### src/sv/vgd_pkg.sv
// Package for the 2D voxel-grid downsampler.
// Holds the fixed field widths and rounding constants; no dependencies.
package vgd_pkg;

  // Field and datapath widths.
  localparam int COORD_W = 20;
  localparam int RES_W   = 17;
  localparam int MUL_W   = 21;
  localparam int KEY_W   = 42;
  localparam int SUM_W   = 27;
  localparam int CNT_W   = 7;
  localparam int STEP_W  = 5;

  // Largest legal inverse resolution (1.0 in Q16).
  localparam logic [RES_W-1:0] RES_MAX   = 17'd65536;
  localparam logic [RES_W-1:0] RES_RESET = 17'd3277;

  // Rounding offsets for the Q16 products.
  localparam logic [KEY_W-1:0] HALF_Q16 = 42'h0_8000;
  localparam logic [KEY_W-1:0] CEIL_Q16 = 42'h0_FFFF;

  // Register indexes on the configuration port.
  localparam logic REG_INV_RES_X = 1'b0;
  localparam logic REG_INV_RES_Y = 1'b1;

endpackage

### src/sv/vgd_mul.sv
// Shared unsigned multiplier with a registered product.
// Depends on vgd_pkg for the operand and product widths.
module vgd_mul import vgd_pkg::*; (
  input  logic               clk,
  input  logic [MUL_W-1:0]   a,
  input  logic [MUL_W-1:0]   b,
  output logic [KEY_W-1:0]   p
);

  // One product per cycle, available the cycle after the operands.
  always_ff @(posedge clk) begin
    p <= KEY_W'(a) * KEY_W'(b);
  end

endmodule

### config.mk
export PLATFORM = sky130hd
export DESIGN_NAME = vgd_mul
export DESIGN_NICKNAME = d
export VERILOG_FILES = /design/src/sv/vgd_pkg.sv /design/src/sv/vgd_mul.sv
export SDC_FILE = /design/constraint.sdc
export NUM_CORES = 1
export LEC_CHECK = 0
export BUFFER_PORTS_ARGS = -buffer_cell sky130_fd_sc_hd__buf_4
export CELL_PAD_IN_SITES_DETAIL_PLACEMENT = 2
export CELL_PAD_IN_SITES_GLOBAL_PLACEMENT = 2
export CORE_ASPECT_RATIO = 0.9
export CORE_UTILIZATION = 35
export CTS_BUF_LIST = sky130_fd_sc_hd__clkbuf_8
export DETAILED_ROUTE_END_ITERATION = 12
export GPL_TIMING_DRIVEN = 0
export PLACE_DENSITY_LB_ADDON = 0.1
export SLEW_MARGIN = 5
export SYNTH_ARGS = -nofsm -noshare
export SYNTH_HDL_FRONTEND = slang
export SYNTH_SLANG_ARGS = --single-unit
export TNS_END_PERCENT = 100
### constraint.sdc
create_clock -name clk -period 9.3 [get_ports clk]
set_clock_uncertainty 0.2 [all_clocks]
set_input_delay 0.93 -clock clk [delete_from_list [all_inputs] [get_ports clk]]
set_output_delay 0.93 -clock clk [all_outputs]
set_load 0.02 [all_outputs]
---- Yosys cells after proc, flatten, opt, wreduce, memory -nomap -nowiden ----
Index checks and enable logic that the tools add are counted.
W data, S select, Z words.
storage, ports and cells
  flip-flop bits (word level) ............. 42
  logic and storage cells ................. 2
  input bits .............................. 43
  output and inout bits ................... 42
cells by class
  $mul .................................... 1
operators by type and width
  cell              number
  $mul A21 B21 Y42  1

---- Depth between registers and ports, before layout ----
  depth after elaboration ................. 1
  gate-level depth with buffers ........... 24
  depth with buffers taken out ............ 23

---- Worst setup path after synthesis ----
Ideal clock, no wire load.
  path type ............................... input-to-reg
  start point ............................. in a[9]
  end point ............................... reg p[41]
  setup slack ............................. 2.230 ns
  required time ........................... 8.985 ns
  cell stages on the path ................. 23
  data arrival time ....................... 6.755 ns
  path buffers ............................ 1
  library setup time ...................... 0.115 ns
  cells stage by stage .................... clkbuf_1 -> and2_1 -> fa_1 -> fa_1 -> inv_1 -> fa_1 -> inv_1 -> fa_1 -> inv_1 -> fa_1 -> inv_1 -> fa_1 -> inv_1 -> fa_1 -> inv_1 -> ha_1 -> a21oi_1 -> a21boi_1 -> o311a_4 -> a211oi_4 -> a21oi_2 -> a31o_1 -> and3_1
on the way
  cells in the longest elaborated chain, start to end .. 1
ends and longest elaborated chain
  element                 RTL line       RTL
  start: declaration      vgd_mul.sv:5   input logic [MUL_W-1:0] a,
  $mul A21 B21 Y42        vgd_mul.sv:12  p <= KEY_W'(a) * KEY_W'(b);
  end signal: assignment  vgd_mul.sv:12
  end: declaration        vgd_mul.sv:7   output logic [KEY_W-1:0] p
No other way between the ends.

---- Final worst setup path ----
  start point ............................. in a[7]
  end point ............................... reg p[38]
Same word-level chain as after synthesis.

==> results.yml <==
sta:
  rsz0062_at_grt: "no"
  finalMaxSlewViolations: 0
  period_share_pct: 87.9
  slew_headroom_pct: 37.9
  fin_tns_setup_ns: 0
  tightest_slew_ns: 0.932
  finalHoldViolCount: 0
  fmax_mhz: 122
  setup_viol: 0
  min_period_ns: 8.18
synthesis:
  synth_area_um2: 15800
  ys.flop_type: "dfxtp_1"
  ys_async_sr_fraction_pct: 0
  synth_nets: 2313
  synth_edf_count: 0
  ys_seq_elements: 42
  yosys.cell_types.count: 49
  yosysWarnings: 0
  avgSynthCellArea_um2: 8.97
  postSynthCellCount: 1760
  seq_area_frac_synth_pct: 5.33
worst_setup_path:
  slowest_stage: "clkbuf_1"
  cp-end-kind: "flip-flop"
  cp.depth: 23
  worst_path_largest_cell_delay_ns: 0.69
  path_cells: "buf_4 > clkbuf_1 > nand2_1 > fa_1 > inv_1 > fa_1 > inv_1 > fa_1 > inv_1 > fa_1 > fa_1 > fa_1 > inv_1 > fa_1 > inv_1 > ha_1 > nand2_1 > nor4_2 > o211ai_1 > a31oi_1 > o21ai_0 > or4_1 > nand3b_1"
  crit_top_cell: "fa_1"
  endpoint: "p[38]$_DFF_P_"
  worst_setup_path_start_kind: "input port"
  worstSetupStartpoint: "a[7]"
  critPathBufInv: 7
  worst-setup-path-type: "in2reg"
  critPathArrivalTime_ns: 8.23
  critPathRequiredTime_ns: 9.35
  critPathTopFamily: "adder cells"
  crit_fanout: 10
drt:
  wl_met1_mm: 26.3
  drc_errors: 0
  wl_per_cell_um: 22.5
  drt_pass1_iterations: 5
  wl_met2_mm: 25.7
  dr_wl_met3_mm: 2.40
  dr.max_layer_used: "met4"
  drtIter0Drc: 422
  via_per_inst: 4.91
  drtAntennaViolNets: 0
  routed_wl_mm: 55.3
  vias: 12000
layout:
  nNetsFinal: 2404
  final_layout_size_suffix_gt1_share_pct: 5.45
  final_cells: 2454
  post-route-util_pct: 39.0
  synthToLayoutAreaGrowth_pct: 9.48
  top_register: "p"
  largest_reg_flops: 42
  top_regs: "p: 42 flops"
  fill_cells: 4921
cts:
  clock-sinks: 42
  htreeDepth: 2
  cts_tree: "built"
  ctsHoldBuffers: 0
  cts_buffer_depth: 2
  clk_pin_slew_ns: 0.08
  clockRootBuffer: "clkbuf_8"
  post_cts_buffers: 0
  cts_buffers: 5
  cts_resized: 0
grt:
  grt.total_usage_pct: 25.5
  grt_pass1_vias: 14200
  antenna_found_initial: 3
  grt_max_degree: 14
  overflow: 0
  grt_pass1_wl_mm: 86.3
run_status:
  status: "finished, final reports clean"
placement:
  gp_congestion: 0.871
  hpwl_mm: 48.5
  dp_cells: 2444
  io_buffers: 84
die:
  initial_core_util_pct: 35.6
  num_io_pins: 85
  row_count: 73
  die_x_um: 226
  coreArea_um2: 44300
  die_area_um2: 45900
  fp.dieH_um: 203
run:
  drv_cap: 0
hold_path:
  hold_class: "in2reg"
layer usage:
layer  GRT usage [%]  vias up
met5               0        -
met4            4.79        0
met3            2.46       44
met2            41.8      237
met1            36.6     6400
li1                -     5362
cell families (layout without fill, tap and decap cells):
group	count (synthesis)	after routing	share of synthesized area, %
buffers and inverters	492	584	11.7
and+or+nand+nor	549	549	17.9
AOI/OAI and AO/OA	130	130	5.53
other	0	2	0
DFF	42	42	5.33
xor gates and xnor gates	37	37	2.05
adders and majority gates	510	510	57.5
synth_stat cells (8+ instances only):
| library cell | count | area [µm²] |
|---|---|---|
| dfxtp_1 | 42 | 841 |
| nand3_1 | 10 | 50.1 |
| inv_1 | 399 | 1500 |
| fa_1 | 358 | 7170 |
| a21o_1 | 20 | 150 |
| ha_1 | 152 | 1900 |
| xnor2_1 | 25 | 219 |
| nand2_1 | 218 | 818 |
| and2_1 | 264 | 1650 |
| o21ai_0 | 24 | 120 |
| nand4_1 | 8 | 50.1 |
| xor2_1 | 12 | 105 |
| a21oi_1 | 40 | 200 |
| nor2_1 | 24 | 90.1 |
| clkbuf_1 | 93 | 349 |
cell type report:
cell class / count / area, µm² / share of cell area [%]
multi-input combinational: 1226 / 13100 / 75.8
inverter: 399 / 1500 / 8.67
sequential: 42 / 841 / 4.87
tap: 600 / 751 / 4.34
timing repair buffer: 84 / 631 / 3.65
buffer: 93 / 349 / 2.02
clock buffer: 5 / 68.8 / 0.398
clock inverter: 3 / 41.3 / 0.239
antenna: 2 / 5.00 / 0.0290
metrics by stage:
stage / area [µm²] / hold slack [ns] / worst slack, ns
5_1_grt: 17300 / 0.656 / 0.893
3_3_place_gp: 17200 / 0.976 / 0.810
4_1_cts: 17300 / 0.638 / 1.10
3_5_place_dp: 17200 / 0.977 / 0.823
6_report: 17300 / 0.651 / 1.12
2_1_floorplan: 15800 / 0.857 / 2.23
how the worst min path moves through the flow:
stage               from      endpoint  slack, ns  depth (start not counted)
floorplan           a[0]  p[0]$_DFF_P_       0.86                          1
global placement    a[0]  p[0]$_DFF_P_       0.98                          2
detailed placement  a[0]  p[0]$_DFF_P_       0.98                          2
CTS                 a[0]  p[0]$_DFF_P_       0.64                          2
global route        a[0]  p[0]$_DFF_P_       0.66                          2
finish              a[0]  p[0]$_DFF_P_       0.65                          2
cell usage in the layout (no fill, tap or decap), drive strengths merged, types with 2 or more instances in the layout:
cell type	instances
a211o	2
a211oi	3
a21boi	2
a21o	20
a21oi	42
a221oi	2
a22oi	2
a31oi	8
and2	265
and3	5
and4	2
buf	84
clkbuf	98
dfxtp	42
diode	2
fa	358
ha	152
inv	400
nand2	218
nand3	10
nand3b	2
nand4	8
nor2	24
nor2b	2
nor3	6
nor3b	2
nor4	2
o2111ai	2
o211ai	2
o21a	4
o21ai	26
o21bai	7
o31ai	3
xnor2	25
xor2	12
Power is left out: the tool's default activity adds up to more than one toggle a clock period on the data nets, which glitch-free logic cannot reach.
