--- src/sv/vgd_pkg.sv ---
// Package for the 2D voxel-grid downsampler.
// Holds the fixed field widths and rounding constants; no dependencies.
package vgd_pkg;

  // Field and datapath widths.
  localparam int COORD_W = 20;
  localparam int RES_W   = 17;
  localparam int MUL_W   = 21;
  localparam int KEY_W   = 42;
  localparam int SUM_W   = 27;
  localparam int CNT_W   = 7;
  localparam int STEP_W  = 5;

  // Largest legal inverse resolution (1.0 in Q16).
  localparam logic [RES_W-1:0] RES_MAX   = 17'd65536;
  localparam logic [RES_W-1:0] RES_RESET = 17'd3277;

  // Rounding offsets for the Q16 products.
  localparam logic [KEY_W-1:0] HALF_Q16 = 42'h0_8000;
  localparam logic [KEY_W-1:0] CEIL_Q16 = 42'h0_FFFF;

  // Register indexes on the configuration port.
  localparam logic REG_INV_RES_X = 1'b0;
  localparam logic REG_INV_RES_Y = 1'b1;

endpackage

--- src/sv/vgd_div.sv ---
// Restoring divider, one quotient bit per cycle, signed sum by point count.
// Depends on vgd_pkg for widths; the quotient is truncated toward zero.
module vgd_div import vgd_pkg::*; (
  input  logic                      clk,
  input  logic                      rst,
  input  logic                      start,
  input  logic signed [SUM_W-1:0]   dividend,
  input  logic [CNT_W-1:0]          divisor,
  output logic                      done,
  output logic signed [COORD_W-1:0] quot
);

  logic              busy;
  logic [STEP_W-1:0] step;
  logic              neg;
  logic [SUM_W-1:0]  mag;
  logic [CNT_W-1:0]  rem;
  logic [CNT_W:0]    trial;
  logic              fits;
  logic [SUM_W-1:0]  signed_q;

  // Bring down the next dividend bit and try a subtraction.
  assign trial = {rem, mag[SUM_W-1]};
  assign fits  = (trial >= {1'b0, divisor});

  // Control: run SUM_W steps after a start, then pulse done.
  always_ff @(posedge clk) begin
    if (rst) begin
      busy <= 1'b0;
      done <= 1'b0;
      step <= '0;
    end else begin
      done <= 1'b0;
      if (start) begin
        busy <= 1'b1;
        step <= '0;
      end else if (busy) begin
        step <= step + 1'b1;
        if (step == STEP_W'(SUM_W - 1)) begin
          busy <= 1'b0;
          done <= 1'b1;
        end
      end
    end
  end

  // Datapath: magnitude register doubles as the quotient shift register.
  always_ff @(posedge clk) begin
    if (start) begin
      neg <= dividend[SUM_W-1];
      mag <= dividend[SUM_W-1] ? SUM_W'(-dividend) : SUM_W'(dividend);
      rem <= '0;
    end else if (busy) begin
      rem <= fits ? CNT_W'(trial - {1'b0, divisor}) : trial[CNT_W-1:0];
      mag <= {mag[SUM_W-2:0], fits};
    end
  end

  // Restore the sign and keep the coordinate bits.
  assign signed_q = neg ? (~mag + 1'b1) : mag;
  assign quot     = signed_q[COORD_W-1:0];

endmodule

--- config.mk ---
export PLATFORM = sky130hd
export DESIGN_NAME = vgd_div
export DESIGN_NICKNAME = d
export VERILOG_FILES = /design/src/sv/vgd_pkg.sv /design/src/sv/vgd_div.sv
export SDC_FILE = /design/constraint.sdc
export NUM_CORES = 1
export LEC_CHECK = 0
export BUFFER_PORTS_ARGS = -buffer_cell sky130_fd_sc_hd__buf_2
export CORE_MARGIN = 2
export CORE_UTILIZATION = 58
export CTS_BUF_LIST = sky130_fd_sc_hd__clkbuf_2 sky130_fd_sc_hd__clkbuf_4 sky130_fd_sc_hd__clkbuf_8
export DETAILED_ROUTE_END_ITERATION = 16
export GPL_TIMING_DRIVEN = 0
export PLACE_DENSITY = 0.83
export SKIP_LAST_GASP = 1
export SLEW_MARGIN = 20
export SYNTH_ARGS = -nofsm -noshare
export SYNTH_HDL_FRONTEND = slang
export SYNTH_SLANG_ARGS = --single-unit
--- constraint.sdc ---
create_clock -name clk -period 3.4 [get_ports clk]
set_clock_uncertainty 0.1 [all_clocks]
set_input_delay 0.68 -clock clk [delete_from_list [all_inputs] [get_ports clk]]
set_output_delay 0.68 -clock clk [all_outputs]
set_load 0.05 [all_outputs]
== Word-level counts from Yosys, hierarchy flattened ==
Cells that the tools add are included.

* Output and inout port bits: 21
* Register bits: 42

* Magnitude comparators: 1
* Add/sub/neg operators: 4
* Mux-type cells: 9
* Equal/unequal tests: 1
* Reductions and logical operators: 3
* Bitwise operators: 2

{| class="wikitable"
|+ Operators by type and width
! operator !! number
|-
| two-way mux 27 bit || 3
|-
| negator 27 bit || 1
|-
| adder 20 x 1 -> 20 bit (second input constant) || 1
|-
| two-way mux 20 bit || 1
|-
| inverter 20 bit || 1
|-
| >= comparator 8 x 7 -> 1 bit || 1
|-
| two-way mux 7 bit || 1
|-
| subtractor 7 bit || 1
|-
| adder 5 x 1 -> 5 bit (second input constant) || 1
|-
| equality test 5 bit (second input constant) || 1
|-
| two-way mux 1 bit || 4
|-
| OR reduction 3 bit || 1
|-
| nonzero test 2 bit || 1
|-
| OR reduction 2 bit || 1
|-
| inverter 1 bit || 1
|}

== Depth between registers and ports, before layout ==
Gate-level depths: netlist of the first run.

* Depth in word-level cells: 4
* Mapped depth: 9
* Gate-level depth less buffers: 8

== Worst setup path after synthesis of the first run ==
Ideal clock, no wire load.

* Path kind: reg2out
* Start point: reg mag[13]
* End point: out quot[19]
* Arrival: 2.174 ns
* Path buffers: 0
* Slack: 0.446 ns
* Required time: 2.620 ns
* Cell stages (with the launch flop): 6
* Cell sequence: edfxtp_1 -> or3_4 -> or4_4 -> or2_4 -> o31ai_4 -> xnor2_1

* Longest elaborated chain between the ends: 3

{| class="wikitable"
|+ Ends and longest elaborated chain
! item !! RTL line !! text
|-
| start: declaration || vgd_div.sv:16 || <nowiki>logic [SUM_W-1:0] mag;</nowiki>
|-
| start signal: assignment || vgd_div.sv:51 || <nowiki>mag <= dividend[SUM_W-1] ? SUM_W'(-dividend) : SUM_W'(dividend);</nowiki>
|-
| start signal: assignment || vgd_div.sv:55 || <nowiki>mag <= {mag[SUM_W-2:0], fits};</nowiki>
|-
| inverter 20 bit || vgd_div.sv:60 || <nowiki>assign signed_q = neg ? (~mag + 1'b1) : mag;</nowiki>
|-
| adder 20 x 1 -> 20 bit || vgd_div.sv:60 ||
|-
| two-way mux 20 bit || vgd_div.sv:60 ||
|-
| end: declaration || vgd_div.sv:10 || <nowiki>output logic signed [COORD_W-1:0] quot</nowiki>
|}

No other way between the ends.

== Worst setup path after layout of the first run ==
* Start point: reg mag[12]
* End point: out quot[19]

The elaborated chain is that of the path after synthesis.

==> results of run 1 <==
## cells by family (layout without fill, tap and decap cells)
logic type | count (synthesis) | after routing | share of synthesized area (%)
buf+inv | 37 | 102 | 4.768
fa+ha+maj | 12 | 12 | 5.270
flops | 42 | 42 | 37.47
compound gates | 85 | 85 | 18.49
mux | 2 | 2 | 0.6692
simple gates | 117 | 117 | 19.87
xor+xnor | 46 | 46 | 13.47
## placed cells by master, fill, tap and decap left out, drive strengths merged, types with 3 or more instances in the layout
master  Yosys  routed
buf         2      59
nor2       46      46
a21oi      32      32
edfxtp     28      28
xor2       26      26
clkbuf     15      22
nand2      21      21
inv        20      20
xnor2      20      20
o21ai      19      19
dfxtp      14      14
o31ai      14      14
ha         11      11
nand3       9       9
nor4        9       9
o41ai       8       8
or3         7       7
nand2b      6       6
a311oi      5       5
nand4       4       4
nor3        3       3
a211oi      3       3
or4         3       3
## final timing paths
check        endpoint    start
max          quot[19]  mag[12]
min            rem[5]   rem[4]
max reg2reg    rem[3]  mag[26]
min reg2reg    rem[5]   rem[4]
## worst min-delay path: stages (launching register included)
cell      delay, ns
dfxtp_1        0.33
nand2_1        0.06
a311oi_1       0.07
## per-layer routing
metal  part of all wire, %  GRT usage (%)  vias to the layer above
li1                      -              -                     1355
met1                    44          30.98                     1286
met2                    49          39.75                       84
met3                   5.2          5.291                        6
met4                  0.99          6.238                        0
met5                     0              0                        -
## power by group through the flow
stage               registers, uW  logic (uW)  clock network [uW]
global route                  660         584                 424
finish                        654         536                 397
detailed placement            665         532                   0
CTS                           653         535                 400
global placement              662         521                   0
floorplan                     651         407                   0
## area by class of cell
| cell class | instances | share of cell area (%) |
|---|---|---|
| well taps | 70 | 2.516 |
| clock buffers | 7 | 2.408 |
| flip-flops and latches | 42 | 32.21 |
| inverters | 20 | 2.157 |
| multi-input cells | 262 | 49.71 |
| plain buffers | 17 | 1.941 |
| clock inverters | 1 | 0.8627 |
| repair buffers | 57 | 8.196 |
## registers in the layout, indices dropped and copies added (netlist names)
signal	cells
neg	1
busy	1
mag	27
rem	7
done	1
step	5
## stage by stage
stage               cells  utilization (%)  hold slack, ns
global route          476            69.03          0.4396
CTS                   476            68.98          0.4118
global placement      468            66.72          0.3903
floorplan             341                -          0.3715
detailed placement    468            66.72          0.4028
finish                476            69.03          0.4102
==> impl_metrics.env, run 1 <==
export IMPL_nNetsFinal=454
export IMPL_final_area_sq_mm=0.003481
export IMPL_layout_setup_ws_ns=0.1360
export IMPL_clk_latency_ns=0.29
export IMPL_tightest_slew_ns=0.8150
export IMPL_wl_um=6675
export IMPL_num_fill_cells=415
export IMPL_path_cells="or3_4, or4_4, or2_4, o31ai_4, xnor2_1, buf_2"
export IMPL_worstSetupPathType="flop to primary output"
export IMPL_core_area_sq_mm=0.005042
export IMPL_drv_slew=0
export IMPL_cts_root_buf="clkbuf_8"
export IMPL_cp_required_ns=2.62
export IMPL_area_growth_pct=16.35
export IMPL_period_needed_ns=3.264
export IMPL_ir_drop_uv=307.5
export IMPL_synth_area_leaders="edfxtp_1 28%, dfxtp_1 9.4%, xor2_1 7.6%, xnor2_1 5.9%, nor2_1 5.8%"
export IMPL_cts_resized=0
export IMPL_grt_max_degree=28
export IMPL_cp_top_family="simple AND/OR/NAND/NOR gates"
export IMPL_die_w_um=75.82
export IMPL_p_sw_uw=574.1
export IMPL_hold_path_depth=2
export IMPL_ff2ff_path_depth=8
export IMPL_comb_power_share_pct=33.8
export IMPL_crit_buf_inv=1
export IMPL_crit_cells=6
export IMPL_slew_headroom_pct=45.25
export IMPL_syn_num_nets=390
export IMPL_multi_input_area_sq_mm=0.001730
export IMPL_placed_cell_area_sq_mm=0.003364
export IMPL_gp_congestion=0.8342
export IMPL_dp_slack_ns=0.4499
export IMPL_yosysSeqAreaShare_pct=37.47
export IMPL_fp_dieH_um=75.82
export IMPL_internal_power_uw=1012
export IMPL_clockPowerShare_pct=25.0
export IMPL_track_usage_pct=23.69
export IMPL_wl_per_cell_um=14.02
export IMPL_power_leakage_uw=0.001348
export IMPL_yosysWarnings=0
export IMPL_grt_overflow=0
export IMPL_initial_core_util_pct=59.33
export IMPL_num_antenna_cells=0
export IMPL_grt_antenna_before_repair=0
export IMPL_r2r_slack_ns=0.78
export IMPL_first_pass_iters=4
export IMPL_worstPathMaxFanout=4
export IMPL_h_tree_depth=2
export IMPL_synthCells=341
export IMPL_outcome="finished clean"
export IMPL_cts_buffer_depth=2
export IMPL_swShare_pct=36.19
export IMPL_clock_sinks=42
export IMPL_num_vias=2731
export IMPL_yosys_register_bits=42
export IMPL_dp_final_hpwl_um=5149
export IMPL_synth_area_leader_cell="edfxtp_1"
export IMPL_cp_arrival_ns=2.48
export IMPL_fmax_mhz=306.4
export IMPL_yosysMostFrequentCell="nor2_1"
export IMPL_critical_path_max_stage_delay_ns=0.45
export IMPL_synth_commonest_cells="46 x nor2_1, 32 x a21oi_1, 28 x edfxtp_1, 26 x xor2_1, 21 x nand2_1"
export IMPL_cts_made_buffers=5
export IMPL_synth_top_area_share_pct=28.11
export IMPL_maxCapViolations=0
export IMPL_die_area_sq_mm=0.005749
export IMPL_cts_tree="built"
export IMPL_synth_edf_count=28
export IMPL_setup_viol=0
export IMPL_ant_nets=0
export IMPL_share_seq_of_total_power_pct=41.2
export IMPL_viasPerCell=5.737
export IMPL_first_global_vias=2416
export IMPL_drc=0
export IMPL_async_flop_share_pct=0
export IMPL_syn_area_sq_mm=0.002992
export IMPL_yosysUniqueCellTypes=41
export IMPL_drt_iter0_drc=203
export IMPL_power_density_mw_per_mm2=455.8
export IMPL_numPortBuffers=57
export IMPL_finalSetupTns_ns=0
export IMPL_avgSynthCellArea_sq_um=8.773
export IMPL_cp_slowest_cell="edfxtp_1"
export IMPL_hold_viol=0
export IMPL_clkTransAtPathRegs_ns=0.08
export IMPL_power_uw=1586
export IMPL_grt_pass1_wl_um=10490
export IMPL_hp_class="flop to flop"
export IMPL_num_rows=26
export IMPL_regArea_sq_mm=0.001121
export IMPL_drive_above_1_share_pct=18.97
export IMPL_endpoint_kind="primary output"
export IMPL_ys_flop_type="edfxtp_1"
export IMPL_io_pins=58
export IMPL_cts_hold_buf=0
export IMPL_rsz0062_at_grt="no"
export IMPL_postCtsSetupBuffers=0
export IMPL_cp_start_kind="flop"
export IMPL_period_share_pct=96.00
Note: power is estimated with default switching activity, not from simulation.
==> inputs of run 2 (changes only) <==
--- a/config.mk
+++ b/config.mk
@@ -7,11 +7,11 @@
 export LEC_CHECK = 0
 export BUFFER_PORTS_ARGS = -buffer_cell sky130_fd_sc_hd__buf_2
 export CORE_MARGIN = 2
-export CORE_UTILIZATION = 58
+export CORE_UTILIZATION = 62
 export CTS_BUF_LIST = sky130_fd_sc_hd__clkbuf_2 sky130_fd_sc_hd__clkbuf_4 sky130_fd_sc_hd__clkbuf_8
 export DETAILED_ROUTE_END_ITERATION = 16
 export GPL_TIMING_DRIVEN = 0
-export PLACE_DENSITY = 0.83
+export PLACE_DENSITY = 0.88
 export SKIP_LAST_GASP = 1
 export SLEW_MARGIN = 20
 export SYNTH_ARGS = -nofsm -noshare
==> constraint.sdc (replaced) <==
create_clock -name clk -period 4 [get_ports clk]
set_clock_uncertainty 0.1 [all_clocks]
set_input_delay 0.8 -clock clk [delete_from_list [all_inputs] [get_ports clk]]
set_output_delay 0.8 -clock clk [all_outputs]
set_load 0.05 [all_outputs]
==> impl_metrics.env, run 2 (synthesized netlist as in run 1, its figures left out) <==
export IMPL_num_rows=25
export IMPL_fin_util_pct=73.23
export IMPL_cts_hold_buf=0
export IMPL_drc=0
export IMPL_cp_required_ns=3.10
export IMPL_period_share_pct=86.95
export IMPL_core_area_sq_mm=0.004692
export IMPL_die_w_um=73.47
export IMPL_ant_nets=0
export IMPL_wl_um=6848
export IMPL_wl_per_cell_um=14.89
export IMPL_critical_path_max_stage_delay_ns=0.48
export IMPL_track_usage_pct=25.94
export IMPL_drt_iter0_drc=196
export IMPL_viasPerCell=6.024
export IMPL_die_area_sq_mm=0.005397
export IMPL_worstPathMaxFanout=4
export IMPL_reg_largest_list="mag x27, rem x7, step x5"
export IMPL_drv_slew=0
export IMPL_fp_dieH_um=73.47
export IMPL_nNetsFinal=454
export IMPL_setup_viol=0
export IMPL_top_register="mag"
export IMPL_cts_root_buf="clkbuf_8"
export IMPL_slew_headroom_pct=29.07
export IMPL_cp_start_kind="flop"
export IMPL_clock_sinks=42
export IMPL_multi_input_area_sq_mm=0.001728
export IMPL_cp_arrival_ns=2.58
export IMPL_first_global_vias=2526
export IMPL_grt_antenna_before_repair=0
export IMPL_grt_overflow=0
export IMPL_period_needed_ns=3.478
export IMPL_regArea_sq_mm=0.001121
export IMPL_power_uw=1294
export IMPL_final_area_sq_mm=0.003436
export IMPL_endpoint_kind="primary output"
export IMPL_dp_final_hpwl_um=5160
export IMPL_num_vias=2771
export IMPL_num_antenna_cells=0
export IMPL_io_pins=58
export IMPL_area_growth_pct=14.85
export IMPL_h_tree_depth=2
export IMPL_grt_max_degree=28
export IMPL_tightest_slew_ns=1.061
export IMPL_maxCapViolations=0
export IMPL_ir_drop_uv=220.6
export IMPL_num_fill_cells=366
export IMPL_hold_viol=0
export IMPL_drive_above_1_share_pct=18.72
export IMPL_cp_slowest_cell="or4_4"
export IMPL_path_cells="nor4_2, nand3_1, or4_4, o41ai_2, xnor2_1, buf_2"
export IMPL_hp_class="flop to flop"
export IMPL_clk_latency_ns=0.30
export IMPL_rsz0062_at_grt="no"
export IMPL_numPortBuffers=57
export IMPL_fmax_mhz=287.5
export IMPL_largest_reg_flops=27
export IMPL_gp_congestion=0.8265
export IMPL_cts_resized=0
export IMPL_outcome="finished clean"
export IMPL_clkTransAtPathRegs_ns=0.08
export IMPL_initial_core_util_pct=63.76
export IMPL_whs_ns=0.4210
export IMPL_postCtsSetupBuffers=0
export IMPL_power_leakage_uw=0.001333
export IMPL_grt_pass1_wl_um=10830
export IMPL_finalSetupTns_ns=0
export IMPL_cts_buffer_depth=2
export IMPL_cts_made_buffers=5
export IMPL_placed_cell_area_sq_mm=0.003344
export IMPL_first_pass_iters=5
export IMPL_final_common_cell="buf_2"
export IMPL_worstSetupPathType="flop to primary output"
export IMPL_power_density_mw_per_mm2=376.5
export IMPL_final_cell_mix="57 x buf_2, 46 x nor2_1, 32 x a21oi_1, 28 x edfxtp_1, 26 x xor2_1"
export IMPL_cts_tree="built"
[run 2: worst paths after layout]
path           start       end  slack, ns  depth (start not counted)
min reg2reg   rem[4]    rem[5]       0.42                          2
min           rem[4]    rem[5]       0.42                          2
max           mag[6]  quot[16]       0.52                          6
max reg2reg  mag[26]    rem[4]       1.38                          8
[run 2: power breakdown]
part           total, uW  switching (uW)  internal [uW]
clock                281             144            137
combinational        455             310            145
sequential           558            42.2            515
total               1290             496            797
[run 2: stage by stage]
stage               setup slack, ns  cells
floorplan                    0.9255    341
global placement             0.9700    452
detailed placement           0.8702    452
CTS                          0.5179    460
global route                 0.4339    460
finish                       0.5221    460
[run 2: area by class of cell]
type	instances	area share [%]
Inverter	20	2.185
Clock buffer	7	2.440
Timing Repair Buffer	57	8.303
Clock inverter	1	0.2185
Multi-Input combinational cell	262	50.29
Buffer	17	1.966
Tap cell	54	1.966
Sequential cell	42	32.63
[run 2: routing by layer]
| layer | track usage, % | up-vias | share of wire [%] |
|---|---|---|---|
| li1 | - | 1358 | - |
| met1 | 29.78 | 1273 | 41 |
| met2 | 44.84 | 112 | 50 |
| met3 | 5.761 | 28 | 5.4 |
| met4 | 13.54 | 0 | 3.5 |
| met5 | 0 | - | 0 |
[run 2: critical path: cells and delay by family (launching register included)]
| kind | cells | cell delay [ns] |
|---|---|---|
| AO/OA/AOI/OAI | 1 | 0.34 |
| XOR/XNOR | 1 | 0.15 |
| AND/OR/NAND/NOR | 3 | 1.04 |
| buffers and inverters | 1 | 0.28 |
| flip-flops | 1 | 0.46 |
==> inputs of run 3 (changes only) <==
--- a/config.mk
+++ b/config.mk
@@ -7,11 +7,10 @@
 export LEC_CHECK = 0
 export BUFFER_PORTS_ARGS = -buffer_cell sky130_fd_sc_hd__buf_2
 export CORE_MARGIN = 2
-export CORE_UTILIZATION = 62
-export CTS_BUF_LIST = sky130_fd_sc_hd__clkbuf_2 sky130_fd_sc_hd__clkbuf_4 sky130_fd_sc_hd__clkbuf_8
+export CORE_UTILIZATION = 60
 export DETAILED_ROUTE_END_ITERATION = 16
 export GPL_TIMING_DRIVEN = 0
-export PLACE_DENSITY = 0.88
+export PLACE_DENSITY = 0.86
 export SKIP_LAST_GASP = 1
 export SLEW_MARGIN = 20
 export SYNTH_ARGS = -nofsm -noshare
==> impl_metrics.env, run 3 (synthesized netlist as in run 1, its figures left out) <==
export IMPL_tightest_slew_ns=0.7630
export IMPL_die_w_um=74.61
export IMPL_largest_reg_flops=27
export IMPL_final_common_cell="buf_2"
export IMPL_num_antenna_cells=0
export IMPL_path_cells="nor4_2, nand3_1, or4_4, o41ai_2, xnor2_1, buf_2"
export IMPL_fin_util_pct=73.63
export IMPL_num_rows=25
export IMPL_cts_root_buf="clkbuf_8"
export IMPL_drt_iter0_drc=216
export IMPL_cp_slowest_cell="edfxtp_1"
export IMPL_first_pass_iters=4
export IMPL_cts_resized=0
export IMPL_ant_nets=0
export IMPL_numPortBuffers=57
export IMPL_worstPathMaxFanout=4
export IMPL_hp_class="flop to flop"
export IMPL_postCtsSetupBuffers=0
export IMPL_cts_made_buffers=5
export IMPL_grt_max_degree=28
export IMPL_num_fill_cells=383
export IMPL_h_tree_depth=2
export IMPL_final_cell_mix="57 x buf_2, 46 x nor2_1, 32 x a21oi_1, 28 x edfxtp_1, 26 x xor2_1"
export IMPL_power_density_mw_per_mm2=400.4
export IMPL_cp_arrival_ns=2.48
export IMPL_grt_pass1_wl_um=11140
export IMPL_setup_viol=0
export IMPL_core_area_sq_mm=0.004755
export IMPL_cts_buffer_depth=2
export IMPL_die_area_sq_mm=0.005567
export IMPL_initial_core_util_pct=62.92
export IMPL_maxCapViolations=0
export IMPL_period_share_pct=84.55
export IMPL_worstSetupPathType="flop to primary output"
export IMPL_slew_headroom_pct=48.74
export IMPL_io_pins=58
export IMPL_num_vias=2763
export IMPL_finalSetupTns_ns=0
export IMPL_critical_path_max_stage_delay_ns=0.47
export IMPL_top_register="mag"
export IMPL_reg_largest_list="mag x27, rem x7, step x5"
export IMPL_wl_per_cell_um=14.49
export IMPL_clock_sinks=42
export IMPL_track_usage_pct=25.83
export IMPL_fp_dieH_um=74.61
export IMPL_power_leakage_uw=0.001358
export IMPL_outcome="finished clean"
export IMPL_dp_slack_ns=0.9332
export IMPL_grt_antenna_before_repair=0
export IMPL_hold_viol=0
export IMPL_cp_start_kind="flop"
export IMPL_power_uw=1402
export IMPL_cp_required_ns=3.10
export IMPL_dp_final_hpwl_um=5070
export IMPL_first_global_vias=2556
export IMPL_wl_um=6854
export IMPL_viasPerCell=5.841
export IMPL_gp_congestion=0.8334
export IMPL_drc=0
export IMPL_nNetsFinal=454
export IMPL_grt_overflow=0
export IMPL_cts_hold_buf=0
export IMPL_ir_drop_uv=249.6
export IMPL_cts_tree="built"
export IMPL_clk_latency_ns=0.29
export IMPL_period_needed_ns=3.382
export IMPL_clkTransAtPathRegs_ns=0.08
export IMPL_endpoint_kind="primary output"
export IMPL_drive_above_1_share_pct=18.97
export IMPL_fmax_mhz=295.7
export IMPL_area_growth_pct=17.02
export IMPL_layout_setup_ws_ns=0.6182
export IMPL_drv_slew=0
export IMPL_rsz0062_at_grt="no"
## run 3: cell types whose count changed in the layout (fill, tap and decap cells not counted)
cell / change
bufinv_16: +1
clkbuf_4: -2
nand2_2: +1
clkbuf_16: +1
clkinvlp_4: -1
nand2_1: -1
clkbuf_8: +1
## run 3: layout make-up
| class | instances | area, sq um | area share [%] |
|---|---|---|---|
| tap | 67 | 83.83 | 2.395 |
| inverter | 20 | 75.07 | 2.144 |
| timing repair buffer | 57 | 285.3 | 8.149 |
| clock inverter | 1 | 30.03 | 0.8578 |
| sequential | 42 | 1121 | 32.02 |
| multi-input combinational | 262 | 1730 | 49.43 |
| clock buffer | 7 | 107.6 | 3.074 |
| buffer | 17 | 67.56 | 1.930 |
## run 3: power by group
| part | switching, uW | total [uW] | internal [uW] |
|---|---|---|---|
| sequential | 41.6 | 557 | 515 |
| combinational | 311 | 456 | 145 |
| clock | 148 | 389 | 241 |
## run 3: worst max-delay path, delay by kind of cell (launching register included)
kind,cells,cell delay [ns]
compound gates,1,0.32
simple gates,3,0.97
xor+xnor,1,0.15
buf+inv,1,0.28
flops,1,0.47
## run 3: metrics by stage
stage | area [sq um] | hold slack [ns] | cells
after CTS | 3498 | 0.4147 | 473
after floorplan | 2992 | 0.3715 | 341
final | 3501 | 0.4118 | 473
after global routing | 3501 | 0.4554 | 473
after detailed placement | 3361 | 0.4016 | 465
after global placement | 3361 | 0.3908 | 465
## run 3: final timing paths
kind / startpoint / endpoint / slack (ns) / cells past startpoint
hold / removal: rem[5] / rem[6] / 0.41 / 2
hold reg to reg: rem[5] / rem[6] / 0.41 / 2
setup reg to reg: mag[26] / rem[2] / 1.38 / 9
setup / recovery: mag[6] / quot[16] / 0.62 / 6
## run 3: routing by layer
| layer | vias to the layer above | GRT usage [%] | wire [um] |
|---|---|---|---|
| met1 | 1291 | 32.93 | 2919 |
| met5 | - | 0 | 0 |
| li1 | 1357 | - | - |
| met3 | 14 | 3.748 | 406 |
| met4 | 0 | 7.341 | 100 |
| met2 | 101 | 45.92 | 3427 |
